`src/design/qic_pkg.sv`:
```
`default_nettype none

package qic_pkg;

    localparam int DEF_CURRENCIES = 8;
    localparam int CUR_W          = 4;
    localparam int VAR_W          = 6;
    localparam int RATE_W         = 16;
    localparam int WEIGHT_W       = 16;
    localparam int OUT_W          = 32;
    localparam int ACC_W          = 36;
    localparam int TERM_W         = 21;
    localparam int DIAG_W         = 26;
    localparam int PROD_W         = 33;
    localparam int CMP_W          = 10;
    localparam int CFG_IDX_W      = 8;

    localparam logic [CFG_IDX_W-1:0] REG_LINK  = CFG_IDX_W'(0);
    localparam logic [CFG_IDX_W-1:0] REG_DIAG  = CFG_IDX_W'(1);
    localparam logic [CFG_IDX_W-1:0] REG_SCALE = CFG_IDX_W'(2);
    localparam logic [CFG_IDX_W-1:0] REG_FORM  = CFG_IDX_W'(3);

    localparam logic [WEIGHT_W-1:0] WEIGHT_RESET = WEIGHT_W'(256);

    localparam logic CMD_LOAD = 1'b0;
    localparam logic CMD_READ = 1'b1;

    localparam logic signed [TERM_W-1:0] HALF_Q     = TERM_W'(128);
    localparam logic signed [TERM_W-1:0] ONE_Q      = TERM_W'(256);
    localparam logic signed [TERM_W-1:0] ONE_HALF_Q = TERM_W'(384);

    typedef enum logic [2:0] {
        ST_IDLE,
        ST_DIV,
        ST_MULT,
        ST_SWEEP,
        ST_FINISH
    } t_state;

    typedef struct packed {
        logic load;
        logic accept_read;
        logic div_step;
        logic mult;
        logic sweep;
        logic finish;
    } t_cmd;

    typedef struct packed {
        logic div_done;
        logic sweep_last;
    } t_status;

    // off-diagonal part of q[(p,q)][(s,t)], rate term excluded
    function automatic logic signed [TERM_W-1:0] struct_term(
        input logic [CUR_W-1:0]    p,
        input logic [CUR_W-1:0]    q,
        input logic [CUR_W-1:0]    s,
        input logic [CUR_W-1:0]    t,
        input logic [WEIGHT_W-1:0] m1,
        input logic [WEIGHT_W-1:0] m2,
        input logic                alt
    );
        logic signed [TERM_W-1:0] v;
        logic signed [TERM_W-1:0] w1;
        logic signed [TERM_W-1:0] w12;
        v   = '0;
        w1  = signed'(TERM_W'(m1));
        w12 = signed'(TERM_W'(m1) + TERM_W'(m2));
        if (alt) begin
            if (s == q && t == p) v = v + ONE_Q;
            if (p == s) v = v + ONE_HALF_Q;
            if (t == p) v = v - ONE_Q;
            if (q == s) v = v - ONE_Q;
            if (q == t) v = v + ONE_HALF_Q;
        end else begin
            if (p == s) v = v + w12;
            if (t == p) v = v - w1;
            if (q == s) v = v - w1;
            if (q == t) v = v + w1;
        end
        return v;
    endfunction

    function automatic logic [OUT_W-1:0] sat_out(input logic signed [ACC_W-1:0] v);
        logic signed [ACC_W-1:0] hi;
        logic signed [ACC_W-1:0] lo;
        hi = ACC_W'(2147483647);
        lo = -hi - ACC_W'(1);
        if (v > hi) return OUT_W'(hi);
        if (v < lo) return OUT_W'(lo);
        return v[OUT_W-1:0];
    endfunction

endpackage

`default_nettype wire

```
`src/design/qic_ctrl.sv`:
```
`default_nettype none

module qic_ctrl
    import qic_pkg::*;
(
    input  wire logic    i_clk,
    input  wire logic    i_rst_n,
    input  wire logic    start,
    input  wire logic    i_command,
    input  wire t_status i_status,
    output t_cmd         o_cmd,
    output logic         busy
);

    t_state r_state;
    t_state n_state;

    always_ff @(posedge i_clk) begin
        if (!i_rst_n) begin
            r_state <= ST_IDLE;
        end else begin
            r_state <= n_state;
        end
    end

    always_comb begin
        n_state = r_state;
        o_cmd   = '0;
        busy    = 1'b1;
        case (r_state)
            ST_IDLE: begin
                busy = 1'b0;
                if (start) begin
                    if (i_command == CMD_READ) begin
                        o_cmd.accept_read = 1'b1;
                        n_state           = ST_DIV;
                    end else begin
                        o_cmd.load = 1'b1;
                    end
                end
            end
            ST_DIV: begin
                o_cmd.div_step = 1'b1;
                if (i_status.div_done) n_state = ST_MULT;
            end
            ST_MULT: begin
                o_cmd.mult = 1'b1;
                n_state    = ST_SWEEP;
            end
            ST_SWEEP: begin
                o_cmd.sweep = 1'b1;
                if (i_status.sweep_last) n_state = ST_FINISH;
            end
            ST_FINISH: begin
                o_cmd.finish = 1'b1;
                n_state      = ST_IDLE;
            end
            default: begin
                n_state = ST_IDLE;
            end
        endcase
    end

endmodule

`default_nettype wire

```
`src/design/qic_datapath.sv`:
```
`default_nettype none

module qic_datapath
    import qic_pkg::*;
#(
    parameter int CURRENCIES = DEF_CURRENCIES
) (
    input  wire logic                  i_clk,
    input  wire logic                  i_rst_n,
    input  wire t_cmd                  i_cmd,
    output t_status                    o_status,
    input  wire logic [2:0]            i_currency_from,
    input  wire logic [2:0]            i_currency_to,
    input  wire logic signed [RATE_W-1:0] i_rate,
    input  wire logic [VAR_W-1:0]      i_var_row,
    input  wire logic [VAR_W-1:0]      i_var_col,
    input  wire logic                  i_cfg_we,
    input  wire logic [CFG_IDX_W-1:0]  i_cfg_index,
    input  wire logic [WEIGHT_W-1:0]   i_cfg_data,
    output logic signed [OUT_W-1:0]    o_coupling,
    output logic signed [OUT_W-1:0]    o_field,
    output logic                       o_result_valid
);

    localparam int NV = CURRENCIES * CURRENCIES;
    localparam int AW = $clog2(NV);
    localparam logic [CMP_W-1:0] NV_C   = CMP_W'(NV);
    localparam logic [CMP_W-1:0] N_C    = CMP_W'(CURRENCIES);
    localparam logic [VAR_W-1:0] N_V    = VAR_W'(CURRENCIES);
    localparam logic [CUR_W-1:0] N_LAST = CUR_W'(CURRENCIES - 1);

    logic [WEIGHT_W-1:0] r_m1;
    logic [WEIGHT_W-1:0] r_m2;
    logic [WEIGHT_W-1:0] r_mc;
    logic                r_alt;

    logic [RATE_W-1:0] mem [NV];
    logic [NV-1:0]     r_tvalid;
    logic [RATE_W-1:0] r_rd;
    logic              r_rd_vld;

    logic [VAR_W-1:0] r_a;
    logic [VAR_W-1:0] r_b;
    logic [VAR_W-1:0] r_rem_a;
    logic [VAR_W-1:0] r_rem_b;
    logic [VAR_W-1:0] r_pa;
    logic [VAR_W-1:0] r_pb;

    logic [CUR_W-1:0] r_s;
    logic [CUR_W-1:0] r_t;
    logic signed [PROD_W-1:0] r_prod;
    logic signed [ACC_W-1:0]  r_acc;

    logic signed [OUT_W-1:0] r_coupling;
    logic signed [OUT_W-1:0] r_field;
    logic                    r_out_vld;

    logic [CMP_W-1:0]         wr_idx;
    logic                     load_ok;
    logic [AW-1:0]            rd_idx;
    logic signed [RATE_W-1:0] rate_val;
    logic                     a_ok;
    logic                     b_ok;
    logic [CUR_W-1:0]         ap;
    logic [CUR_W-1:0]         aq;
    logic [CUR_W-1:0]         bp;
    logic [CUR_W-1:0]         bq;
    logic signed [DIAG_W-1:0] diag;
    logic signed [TERM_W-1:0] term_ac;
    logic signed [TERM_W-1:0] term_ca;
    logic signed [TERM_W-1:0] term_ab;
    logic signed [ACC_W-1:0]  fld_sum;
    logic signed [ACC_W-1:0]  cpl_sum;

    // configuration registers
    always_ff @(posedge i_clk) begin
        if (!i_rst_n) begin
            r_m1  <= WEIGHT_RESET;
            r_m2  <= WEIGHT_RESET;
            r_mc  <= WEIGHT_RESET;
            r_alt <= 1'b0;
        end else if (i_cfg_we) begin
            case (i_cfg_index)
                REG_LINK:  r_m1  <= i_cfg_data;
                REG_DIAG:  r_m2  <= i_cfg_data;
                REG_SCALE: r_mc  <= i_cfg_data;
                REG_FORM:  r_alt <= i_cfg_data[0];
                default:   ;
            endcase
        end
    end

    // rate table
    assign wr_idx  = CMP_W'(i_currency_from) * N_C + CMP_W'(i_currency_to);
    assign load_ok = (CMP_W'(i_currency_from) < N_C) && (CMP_W'(i_currency_to) < N_C);
    assign rd_idx  = AW'(CMP_W'(r_a));

    always_ff @(posedge i_clk) begin
        if (i_cmd.load && load_ok) begin
            mem[wr_idx[AW-1:0]] <= i_rate;
        end
        r_rd <= mem[rd_idx];
    end

    always_ff @(posedge i_clk) begin
        if (!i_rst_n) begin
            r_tvalid <= '0;
            r_rd_vld <= 1'b0;
        end else begin
            if (i_cmd.load && load_ok) r_tvalid[wr_idx[AW-1:0]] <= 1'b1;
            r_rd_vld <= r_tvalid[rd_idx];
        end
    end

    assign rate_val = r_rd_vld ? signed'(r_rd) : '0;

    // variable index split into currency pair by repeated subtraction
    always_ff @(posedge i_clk) begin
        if (i_cmd.accept_read) begin
            r_a     <= i_var_row;
            r_b     <= i_var_col;
            r_rem_a <= i_var_row;
            r_rem_b <= i_var_col;
            r_pa    <= '0;
            r_pb    <= '0;
        end else if (i_cmd.div_step) begin
            if (r_rem_a >= N_V) begin
                r_rem_a <= r_rem_a - N_V;
                r_pa    <= r_pa + VAR_W'(1);
            end
            if (r_rem_b >= N_V) begin
                r_rem_b <= r_rem_b - N_V;
                r_pb    <= r_pb + VAR_W'(1);
            end
        end
    end

    assign o_status.div_done   = (r_rem_a < N_V) && (r_rem_b < N_V);
    assign o_status.sweep_last = (r_s == N_LAST) && (r_t == N_LAST);

    assign a_ok = CMP_W'(r_a) < NV_C;
    assign b_ok = CMP_W'(r_b) < NV_C;
    assign ap   = r_pa[CUR_W-1:0];
    assign aq   = r_rem_a[CUR_W-1:0];
    assign bp   = r_pb[CUR_W-1:0];
    assign bq   = r_rem_b[CUR_W-1:0];

    // scaled rate and diagonal term
    always_ff @(posedge i_clk) begin
        if (i_cmd.mult) begin
            r_prod <= PROD_W'(rate_val) * signed'(PROD_W'(r_mc));
        end
    end

    always_comb begin
        if (r_alt) begin
            diag = -(DIAG_W'(signed'(r_prod[PROD_W-1:8])) + DIAG_W'(ONE_Q));
        end else begin
            diag = -(DIAG_W'(rate_val) + signed'(DIAG_W'(r_m2)));
        end
    end

    // row and column sweep
    assign term_ac = struct_term(ap, aq, r_s, r_t, r_m1, r_m2, r_alt);
    assign term_ca = struct_term(r_s, r_t, ap, aq, r_m1, r_m2, r_alt);

    always_ff @(posedge i_clk) begin
        if (i_cmd.mult) begin
            r_s   <= '0;
            r_t   <= '0;
            r_acc <= '0;
        end else if (i_cmd.sweep) begin
            r_acc <= r_acc + ACC_W'(term_ac) + ACC_W'(term_ca);
            if (r_t == N_LAST) begin
                r_t <= '0;
                r_s <= r_s + CUR_W'(1);
            end else begin
                r_t <= r_t + CUR_W'(1);
            end
        end
    end

    assign term_ab = struct_term(ap, aq, bp, bq, r_m1, r_m2, r_alt);
    assign fld_sum = r_acc + ACC_W'(diag) + ACC_W'(diag);

    always_comb begin
        cpl_sum = ACC_W'(term_ab);
        if (r_a == r_b) cpl_sum = cpl_sum + ACC_W'(diag);
        cpl_sum = -(cpl_sum + cpl_sum);
    end

    // result register
    always_ff @(posedge i_clk) begin
        if (i_cmd.finish) begin
            r_field    <= a_ok ? signed'(sat_out(fld_sum)) : '0;
            r_coupling <= (a_ok && b_ok) ? signed'(sat_out(cpl_sum)) : '0;
        end
    end

    always_ff @(posedge i_clk) begin
        if (!i_rst_n) begin
            r_out_vld <= 1'b0;
        end else begin
            r_out_vld <= i_cmd.finish;
        end
    end

    assign o_coupling     = r_coupling;
    assign o_field        = r_field;
    assign o_result_valid = r_out_vld;

endmodule

`default_nettype wire

```
`src/design/qubo_to_ising_coefficients.sv`:
```
// read: accepted, then split by subtraction (ST_DIV), multiply (ST_MULT), a sweep
// over all n*n (s,t) pairs (one pair per cycle, both terms into one accumulator)
// and finish (ST_FINISH); the result strobe is registered from the finish state
// load: no result, busy stays low; a new start is taken in the strobe cycle
// the receiver cannot stall; the strobe is high for one cycle only; results hold after it
// synchronous active-low reset: weights 1.0, table entries read zero, sequencer idle
`default_nettype none

module qubo_to_ising_coefficients
    import qic_pkg::*;
#(
    parameter int CURRENCIES = DEF_CURRENCIES
) (
    input  wire logic                     i_clk,
    input  wire logic                     i_rst_n,
    input  wire logic                     start,
    output logic                          busy,
    input  wire logic                     i_command,
    input  wire logic [2:0]               i_currency_from,
    input  wire logic [2:0]               i_currency_to,
    input  wire logic signed [RATE_W-1:0] i_rate,
    input  wire logic [VAR_W-1:0]         i_var_row,
    input  wire logic [VAR_W-1:0]         i_var_col,
    input  wire logic                     i_cfg_valid,
    output logic                          o_cfg_ready,
    input  wire logic [CFG_IDX_W-1:0]     i_cfg_index,
    input  wire logic [WEIGHT_W-1:0]      i_cfg_data,
    output logic signed [OUT_W-1:0]       o_coupling,
    output logic signed [OUT_W-1:0]       o_field,
    output logic                          o_result_valid
);

    t_cmd    cmd;
    t_status status;

    assign o_cfg_ready = 1'b1;

    qic_ctrl u_ctrl (
        .i_clk     (i_clk),
        .i_rst_n   (i_rst_n),
        .start     (start),
        .i_command (i_command),
        .i_status  (status),
        .o_cmd     (cmd),
        .busy      (busy)
    );

    qic_datapath #(
        .CURRENCIES (CURRENCIES)
    ) u_datapath (
        .i_clk           (i_clk),
        .i_rst_n         (i_rst_n),
        .i_cmd           (cmd),
        .o_status        (status),
        .i_currency_from (i_currency_from),
        .i_currency_to   (i_currency_to),
        .i_rate          (i_rate),
        .i_var_row       (i_var_row),
        .i_var_col       (i_var_col),
        .i_cfg_we        (i_cfg_valid),
        .i_cfg_index     (i_cfg_index),
        .i_cfg_data      (i_cfg_data),
        .o_coupling      (o_coupling),
        .o_field         (o_field),
        .o_result_valid  (o_result_valid)
    );

endmodule

`default_nettype wire

```
`config.mk`:
```
export PLATFORM = sky130hd
export DESIGN_NAME = qubo_to_ising_coefficients
export DESIGN_NICKNAME = d
export VERILOG_FILES = /design/src/design/qic_pkg.sv /design/src/design/qic_ctrl.sv /design/src/design/qic_datapath.sv /design/src/design/qubo_to_ising_coefficients.sv
export SDC_FILE = /design/constraint.sdc
export NUM_CORES = 2
export LEC_CHECK = 0
export BUFFER_PORTS_ARGS = -buffer_cell sky130_fd_sc_hd__buf_2
export CORE_MARGIN = 1
export CORE_UTILIZATION = 45
export DETAILED_ROUTE_END_ITERATION = 12
export SKIP_LAST_GASP = 1
export SLEW_MARGIN = 15
export SYNTH_ARGS = -nofsm -noshare
export SYNTH_HDL_FRONTEND = slang
export SYNTH_SLANG_ARGS = --single-unit
```
`constraint.sdc`:
```
create_clock -name i_clk -period 21.1 [get_ports i_clk]
set_clock_uncertainty 0.05 [all_clocks]
set_input_delay 1.055 -clock i_clk [delete_from_list [all_inputs] [get_ports i_clk]]
set_output_delay 1.055 -clock i_clk [all_outputs]
set_load 0.01 [all_outputs]
```
* Yosys cells after proc, flatten, opt, wreduce, memory -nomap -nowiden *
Memory sizes are Yosys's and may differ from the RTL's. A register that Yosys moved wholly into a read port is not among the register bits.
Cells that the tools add are included.

storage, ports and cells
  bits in registers = 295
  RAM bits = 1,024
  bits of input ports = 63
  memories kept = 1
  word-level logic and storage cells = 221

operators by class
  $add $sub $neg = 40
  muxes and demuxes = 99
  bitwise gates (word level) = 1
  $mul = 1
  equality and inequality tests = 27
  reduce and logical (&&, ||, !) cells = 21
  magnitude comparators = 11

memories
  name            depth  width  read ports  clocked after memory_dff  wr ports  RTL line            text
  u_datapath.mem  64     16     1           1                         1         qic_datapath.sv:37  logic [RATE_W-1:0] mem [NV];

operators with widths
  kind                                                                     number
  21-bit 2-to-1 mux                                                        48
  32-bit 2-to-1 mux                                                        8
  21-bit by 10-bit adder with 21-bit output (second input constant)        6
  21-bit by 10-bit subtractor with 21-bit output (second input constant)   6
  21-bit by 17-bit subtractor with 21-bit output                           6
  36-bit by 21-bit adder with 36-bit output                                2
  36-bit by 26-bit adder with 36-bit output                                2
  36-bit by 32-bit > comparator with 1-bit output (second input constant)  2
  36-bit by 32-bit < comparator with 1-bit output (second input constant)  2
  64-bit OR                                                                1
  21-bit by 17-bit adder with 21-bit output                                3
  4-bit equality test                                                      13
  26-bit negation                                                          2
  36-bit adder                                                             1
  36-bit 2-to-1 mux                                                        1
  6-bit 2-to-1 mux                                                         6
  36-bit negation                                                          1
  16-bit by 17-bit multiplier with 33-bit output                           1
  21-bit by 26-bit adder with 27-bit output                                1
  9-bit 2-to-1 mux                                                         3
  25-bit by 10-bit adder with 26-bit output (second input constant)        1
  26-bit 2-to-1 mux                                                        1
  1-bit 2-to-1 mux                                                         21
  16-bit by 17-bit adder with 18-bit output                                1
  30 further kinds                                                         61

* Longest topological paths before layout *
  depth in word-level cells = 27
  depth in mapped cells = 53
  mapped depth without buffers = 51

* By module *
A second synthesis with hierarchy kept.

unflattened totals
  cells, all modules = 6,097
  area total of the unflattened synthesis = 77,401.7 µm²

by module, submodules not included
  module                      area each (µm²)  cells each  seq. area each (µm²)  times used
  qic_datapath                77,199.0         6,076       37,806.3              1
  qic_ctrl                    191.4            19          60.1                  1
  qubo_to_ising_coefficients  11.3             2           0.0                   1

* Worst setup path after synthesis *
No wires, ideal clock.

  kind = flip-flop to flip-flop
  start point = register u_datapath.r_s[2]
  end point = register u_datapath.r_acc[34]
  setup slack = 11.356 ns
  cell stages (with the launch flop) = 48
  arrival = 9.560 ns
  data required time = 20.917 ns
  library setup time = 0.133 ns
  clock period less this slack = 9.744 ns
  cells stage by stage = dfxtp_1 -> clkbuf_1 -> xnor2_1 -> nand4_1 -> clkbuf_1 -> clkbuf_1 -> nor2_1 -> ha_1 -> nor2b_1 -> o21ai_0 -> nand2b_1 -> a21o_1 -> a21o_1 -> a21oi_1 -> inv_1 -> a21oi_1 -> xnor2_1 -> nand2_1 -> (+12 left out) -> a211o_1 -> a21oi_1 -> nor2_1 -> nand3b_1 -> or3b_1 -> o21ai_0 -> fa_1 -> ha_1 -> or2_2 -> a21oi_1 -> o31ai_1 -> or4_1 -> a31o_2 -> nand2b_1 -> nand2_1 -> and2_1 -> o21ai_0 -> o311ai_1

between the ends
  word-level cells in the longest chain between the ends = 18
  elaborated cells on any way between the ends = 56

RTL lines
  item                                            RTL line             text
  start: declaration                              qic_datapath.sv:49   logic [CUR_W-1:0] r_s;
  start signal: assignment                        qic_datapath.sv:176  r_s <= r_s + CUR_W'(1);
  4-bit equality test                             --
  1-bit logical AND                               qic_pkg.sv:71        if (s == q && t == p) v = v + ONE_Q;
  9-bit 2-to-1 mux                                qic_pkg.sv:71
  21-bit 2-to-1 mux                               qic_pkg.sv:70        if (alt) begin
  21-bit by 10-bit adder with 21-bit output       qic_pkg.sv:72        if (p == s) v = v + ONE_HALF_Q;
  21-bit 2-to-1 mux                               qic_pkg.sv:72
  21-bit 2-to-1 mux                               qic_pkg.sv:70
  21-bit by 10-bit subtractor with 21-bit output  qic_pkg.sv:73        if (t == p) v = v - ONE_Q;
  (+2 left out)                                   --
  21-bit by 10-bit subtractor with 21-bit output  qic_pkg.sv:74        if (q == s) v = v - ONE_Q;
  21-bit 2-to-1 mux                               qic_pkg.sv:74
  21-bit 2-to-1 mux                               qic_pkg.sv:70
  21-bit by 10-bit adder with 21-bit output       qic_pkg.sv:75        if (q == t) v = v + ONE_HALF_Q;
  21-bit 2-to-1 mux                               qic_pkg.sv:75
  21-bit 2-to-1 mux                               qic_pkg.sv:70
  36-bit by 21-bit adder with 36-bit output       qic_datapath.sv:173  r_acc <= r_acc + ACC_W'(term_ac) + ACC_W'(term_ca);
  36-bit by 21-bit adder with 36-bit output *     qic_datapath.sv:173
  end signal: assignment                          qic_datapath.sv:173
  end: declaration                                qic_datapath.sv:52   logic signed [ACC_W-1:0] r_acc;

Every way passes the cells marked *; elsewhere a longest branch is shown, timed or not. The select of a mux whose other input is x is not followed.
A chain may end at the register's enable or synchronous reset.

* Worst setup path after layout *
  start point = register u_datapath.r_pa[0]
  end point = register u_datapath.r_coupling[5], in the netlist u_datapath.o_coupling[5] (data pin)

between the ends
  word-level cells in the longest chain between the ends = 26
  elaborated cells on any way between the ends = 41

RTL lines
  item                                             RTL line                                     text
  start: declaration                               qic_datapath.sv:46                           logic [VAR_W-1:0] r_pa;
  start signal: assignment                         qic_datapath.sv:129                          r_pa <= r_pa + VAR_W'(1);
  4-bit equality test                              qic_pkg.sv:71, qic_pkg.sv:73, qic_pkg.sv:78
  1-bit logical AND                                qic_pkg.sv:71
  9-bit 2-to-1 mux                                 qic_pkg.sv:71
  21-bit 2-to-1 mux                                qic_pkg.sv:70
  21-bit by 10-bit adder with 21-bit output        qic_pkg.sv:72
  21-bit 2-to-1 mux                                qic_pkg.sv:72
  21-bit 2-to-1 mux                                qic_pkg.sv:70
  21-bit by 10-bit subtractor with 21-bit output   qic_pkg.sv:73
  (+9 left out)                                    --
  36-bit 2-to-1 mux *                              qic_datapath.sv:188                          if (r_a == r_b) cpl_sum = cpl_sum + ACC_W'(diag);
  36-bit adder *                                   qic_datapath.sv:189                          cpl_sum = -(cpl_sum + cpl_sum);
  36-bit negation *                                qic_datapath.sv:189
  36-bit by 32-bit < comparator with 1-bit output  qic_pkg.sv:91                                if (v < lo) return OUT_W'(lo);
  1-bit 2-to-1 mux (2 in series)                   qic_pkg.sv:91
  1-bit 2-to-1 mux                                 qic_datapath.sv:194                          if (i_cmd.finish) begin
  32-bit 2-to-1 mux                                qic_pkg.sv:92                                return v[OUT_W-1:0];
  32-bit 2-to-1 mux *                              qic_pkg.sv:91
  end signal: assignment                           qic_datapath.sv:196                          r_coupling <= (a_ok && b_ok) ? signed'(sat_out(cpl_sum)) : '0;
  end: declaration                                 qic_datapath.sv:54                           logic signed [OUT_W-1:0] r_coupling;

Marked as above.

==> metrics.md <==
| Metric | Value |
|---|---|
| Status | finished, final reports clean |
| Syn_nets | 6465 |
| Seq/Total Area, Yosys | 50.2% |
| R2R cell count | 46 |
| Largest stage delay, worst path | 730 ps |
| Layout cell share with drive strength beyond 1 | 17.0% |
| Register area | 37900 µm² |
| Final nets | 6634 |
| Minimum clock period | 11680 ps |
| Final setup violation count | 0 |
| P&R area growth vs syn | 11.3% |
| Initial antenna violation count | 14 |
| Slew Viols, Final | 0 |
| Hold Fails Final Rpt | 0 |
| Synth cell types | 116 |
| Crit path DAT | 12130 ps |
| Max clock buf depth | 3 |
| Flop-to-flop setup slack | 9420 ps |
| Leakage | 32.1 nW |
| Number of fill cells in the layout | 14200 |
| Async SR Flop Fraction | 0% |
| Power Density | 119 nW/µm² |
| CTS Hold Bufs | 0 |
| Die area | 169000 µm² |
| Vias in the first global route | 47000 |
| Peak supply drop | 0.106 mV |
| Clock sink count | 1323 |
| Fmax | 85.6 MHz |
| PortBufs | 128 |
| Clk slew on worst S/H paths | 60 ps |
| I/O pin total | 130 |
| Worst hold path cell count | 1 |
| Worst EP required | 21540 ps |
| Final Instance Area | 83900 µm² |
| First-pass GRT wire length | 306000 µm |
| Most frequent cells in the layout | edfxtp_1 (1137), nand2_1 (454), ha_1 (392) |
| Hold crit path type | flip-flop to flip-flop |
| Crit path capture type | flip-flop |
| # Max-Cap Violations | 0 |
| RSZ-0062 raised after global routing | false |
| Total vias in the final route | 47600 |
| Worst-path fanout max | 28 |
| Synth Cell Area | 75400 µm² |
| Total track usage | 24.5% |
| EDFF count, synth | 1137 |
| Total negative slack | 0 ps |
| Multi-input gate area | 35300 µm² |
| Setup bufs post-CTS | 0 |
| Root Driver | clkbuf_16 |
| Largest net degree at the start of global routing | 115 |
| Synth Flop Type | edfxtp_1 |
| FF-to-FF Start | u_datapath.r_pa[0] |
| Max H-tree Level | 4 |
| RD Place Congestion | 0.954 |
| Starting Density | 45.5% |
| Final period utilization | 55.4% |
| Top cell by count, worst path | a21oi_1 |
| Clk_lat worst skew | 800 ps |
| Mapped Cells | 5766 |
| WS Path Type | flip-flop to flip-flop |
| Antenna viol nets, final | 0 |
| Commonest non-fill, non-tap cell in the layout | edfxtp_1 |
| Remaining global-route overflow | 0 |
| WHS Endpoint | u_datapath.r_tvalid[63] |
| Seq cells post-synth | 1323 |
| WL final | 207000 µm |
| Number of CTS-inserted buffers | 143 |
| Core Footprint | 166000 µm² |
| CP max stage cell | and4_1 |
| Placed inst area | 79000 µm² |
| CTS tree | built |
| Chip width | 411 µm |
| Post-cts resize count | 0 |
| DP HPWL | 141000 µm |
| Max-Slew Margin vs Limit | 19.9% |
| 1st-iter DRT viols | 4135 |
| Yosys warnings | 0 |
| Tightest Pin Transition | 1200 ps |
| FP Rows | 149 |
| Drt wl/cell | 25.1 µm |
| Overall die height | 411 µm |
| Hold wc startpoint | u_datapath.r_tvalid[63] |
| Post-detailed-route DRC marker count | 0 |
| Syn avg cell area | 13.1 µm² |
| Crit start category | flip-flop |
| FF-to-FF End | u_datapath.o_coupling[5] |
| DRT Pass-1 Iters | 5 |
| Vias per cell | 5.78 |
==> logic make-up (layout without fill, tap and decap cells) <==
family          count (synthesis)  count (layout)  share of synthesized area (%)
mux                           446             446                           12.0
xor+xnor                      337             337                           3.94
other cells                     1               3                        0.00498
compound gates                992             992                           8.59
simple gates                 1409            1409                           9.07
flops                        1323            1323                           50.2
fa+ha+maj                     637             637                           13.0
buf+inv                       621             902                           3.20
==> critical path, delay by kind of cell, from the launching register on <==
kind	cells	cell delay, ps
AOI/OAI and AO/OA	26	5820
DFF	1	510
xor gates and xnor gates	5	780
buffers and inverters	3	470
and+or+nand+nor	8	2300
adders and majority gates	4	1410
==> cells in the mapped netlist, types with 9 or more instances <==
library cell / instances / share of area [%]
and3_1: 141 / 1.2
a211o_1: 15 / 0.17
nor3b_1: 10 / 0.10
o21ai_1: 26 / 0.17
and4_1: 9 / 0.10
nand3_1: 56 / 0.37
nand3b_1: 11 / 0.11
a21oi_1: 269 / 1.8
clkbuf_1: 200 / 1.0
dfxtp_1: 186 / 4.9
nor2b_1: 91 / 0.76
xnor2_1: 217 / 2.5
nand2_1: 454 / 2.3
o211ai_1: 23 / 0.23
edfxtp_1: 1137 / 45
o21ai_2: 11 / 0.13
a211oi_1: 29 / 0.29
nor2_1: 348 / 1.7
and2_1: 36 / 0.30
o21a_1: 108 / 1.1
mux2_2: 15 / 0.22
o22ai_1: 12 / 0.10
o21ai_0: 196 / 1.3
xor2_1: 118 / 1.4
nand4_1: 27 / 0.22
nor3_1: 68 / 0.45
a21o_1: 80 / 0.80
mux2i_1: 69 / 0.92
fa_1: 244 / 6.5
mux4_2: 362 / 11
a31oi_1: 30 / 0.25
buf_1: 35 / 0.17
a21boi_0: 18 / 0.18
o31ai_1: 32 / 0.32
or3_1: 25 / 0.21
nor4_1: 12 / 0.10
o21bai_1: 31 / 0.31
nand2b_1: 63 / 0.52
or2_2: 18 / 0.15
inv_1: 361 / 1.8
buf_2: 11 / 0.073
ha_1: 392 / 6.5
==> stage by stage <==
| stage | hold slack (ps) | util, % | worst slack, ps | power, W | std cells |
|---|---|---|---|---|---|
| floorplan | 385 | - | 11360 | 0.00646 | 5766 |
| global placement | 390 | 47.7 | 9650 | 0.00740 | 7975 |
| detailed placement | 400 | 47.7 | 9580 | 0.00743 | 7975 |
| CTS | 353 | 50.6 | 9530 | 0.00999 | 8232 |
| global route | 383 | 50.7 | 8540 | 0.0106 | 8236 |
| finish | 409 | 50.7 | 9420 | 0.00995 | 8238 |
==> layer usage <==
layer	track usage (%)	wire, µm	up-vias
met5	0	86	-
met4	8.84	7340	14
met3	3.71	11500	313
met2	40.9	101000	1373
met1	32.4	86400	24100
li1	-	-	21800
==> state kept, by name, indices dropped and copies added, names as in the netlist, 6 cells and up <==
register	cells
u_datapath.mem	1024
u_datapath.r_tvalid	64
u_datapath.r_acc	36
u_datapath.o_coupling	32
u_datapath.o_field	32
u_datapath.r_prod	25
u_datapath.r_m1	16
u_datapath.r_m2	16
u_datapath.r_mc	16
u_datapath.r_rd	16
u_datapath.r_a	6
u_datapath.r_b	6
u_datapath.r_rem_a	6
u_datapath.r_rem_b	6
==> how the worst max path moves through the flow <==
stage	slack [ps]	endpoint	from
2_1_floorplan	11360	u_datapath.r_acc[34]	u_datapath.r_s[2]
3_3_place_gp	9650	u_datapath.o_coupling[7]	u_datapath.r_pa[0]
3_5_place_dp	9580	u_datapath.o_coupling[5]	u_datapath.r_pa[0]
4_1_cts	9530	u_datapath.o_coupling[5]	u_datapath.r_pa[0]
5_1_grt	8540	u_datapath.o_coupling[5]	u_datapath.r_pa[0]
6_report	9420	u_datapath.o_coupling[5]	u_datapath.r_pa[0]
==> area by class of cell <==
cell class	instances	area share (%)
Clock buffer	177	4.62
Multi-Input combinational cell	3822	42.0
Antenna cell	2	0.00597
Inverter	366	1.64
Sequential cell	1323	45.2
Timing Repair Buffer	279	2.23
Tap cell	2189	3.27
Clock inverter	80	1.05
==> power by group <==
group          switching, W  internal [W]
registers         0.0000972       0.00300
logic               0.00255       0.00177
clock network       0.00107       0.00146
(Power assumes the default switching activity.)
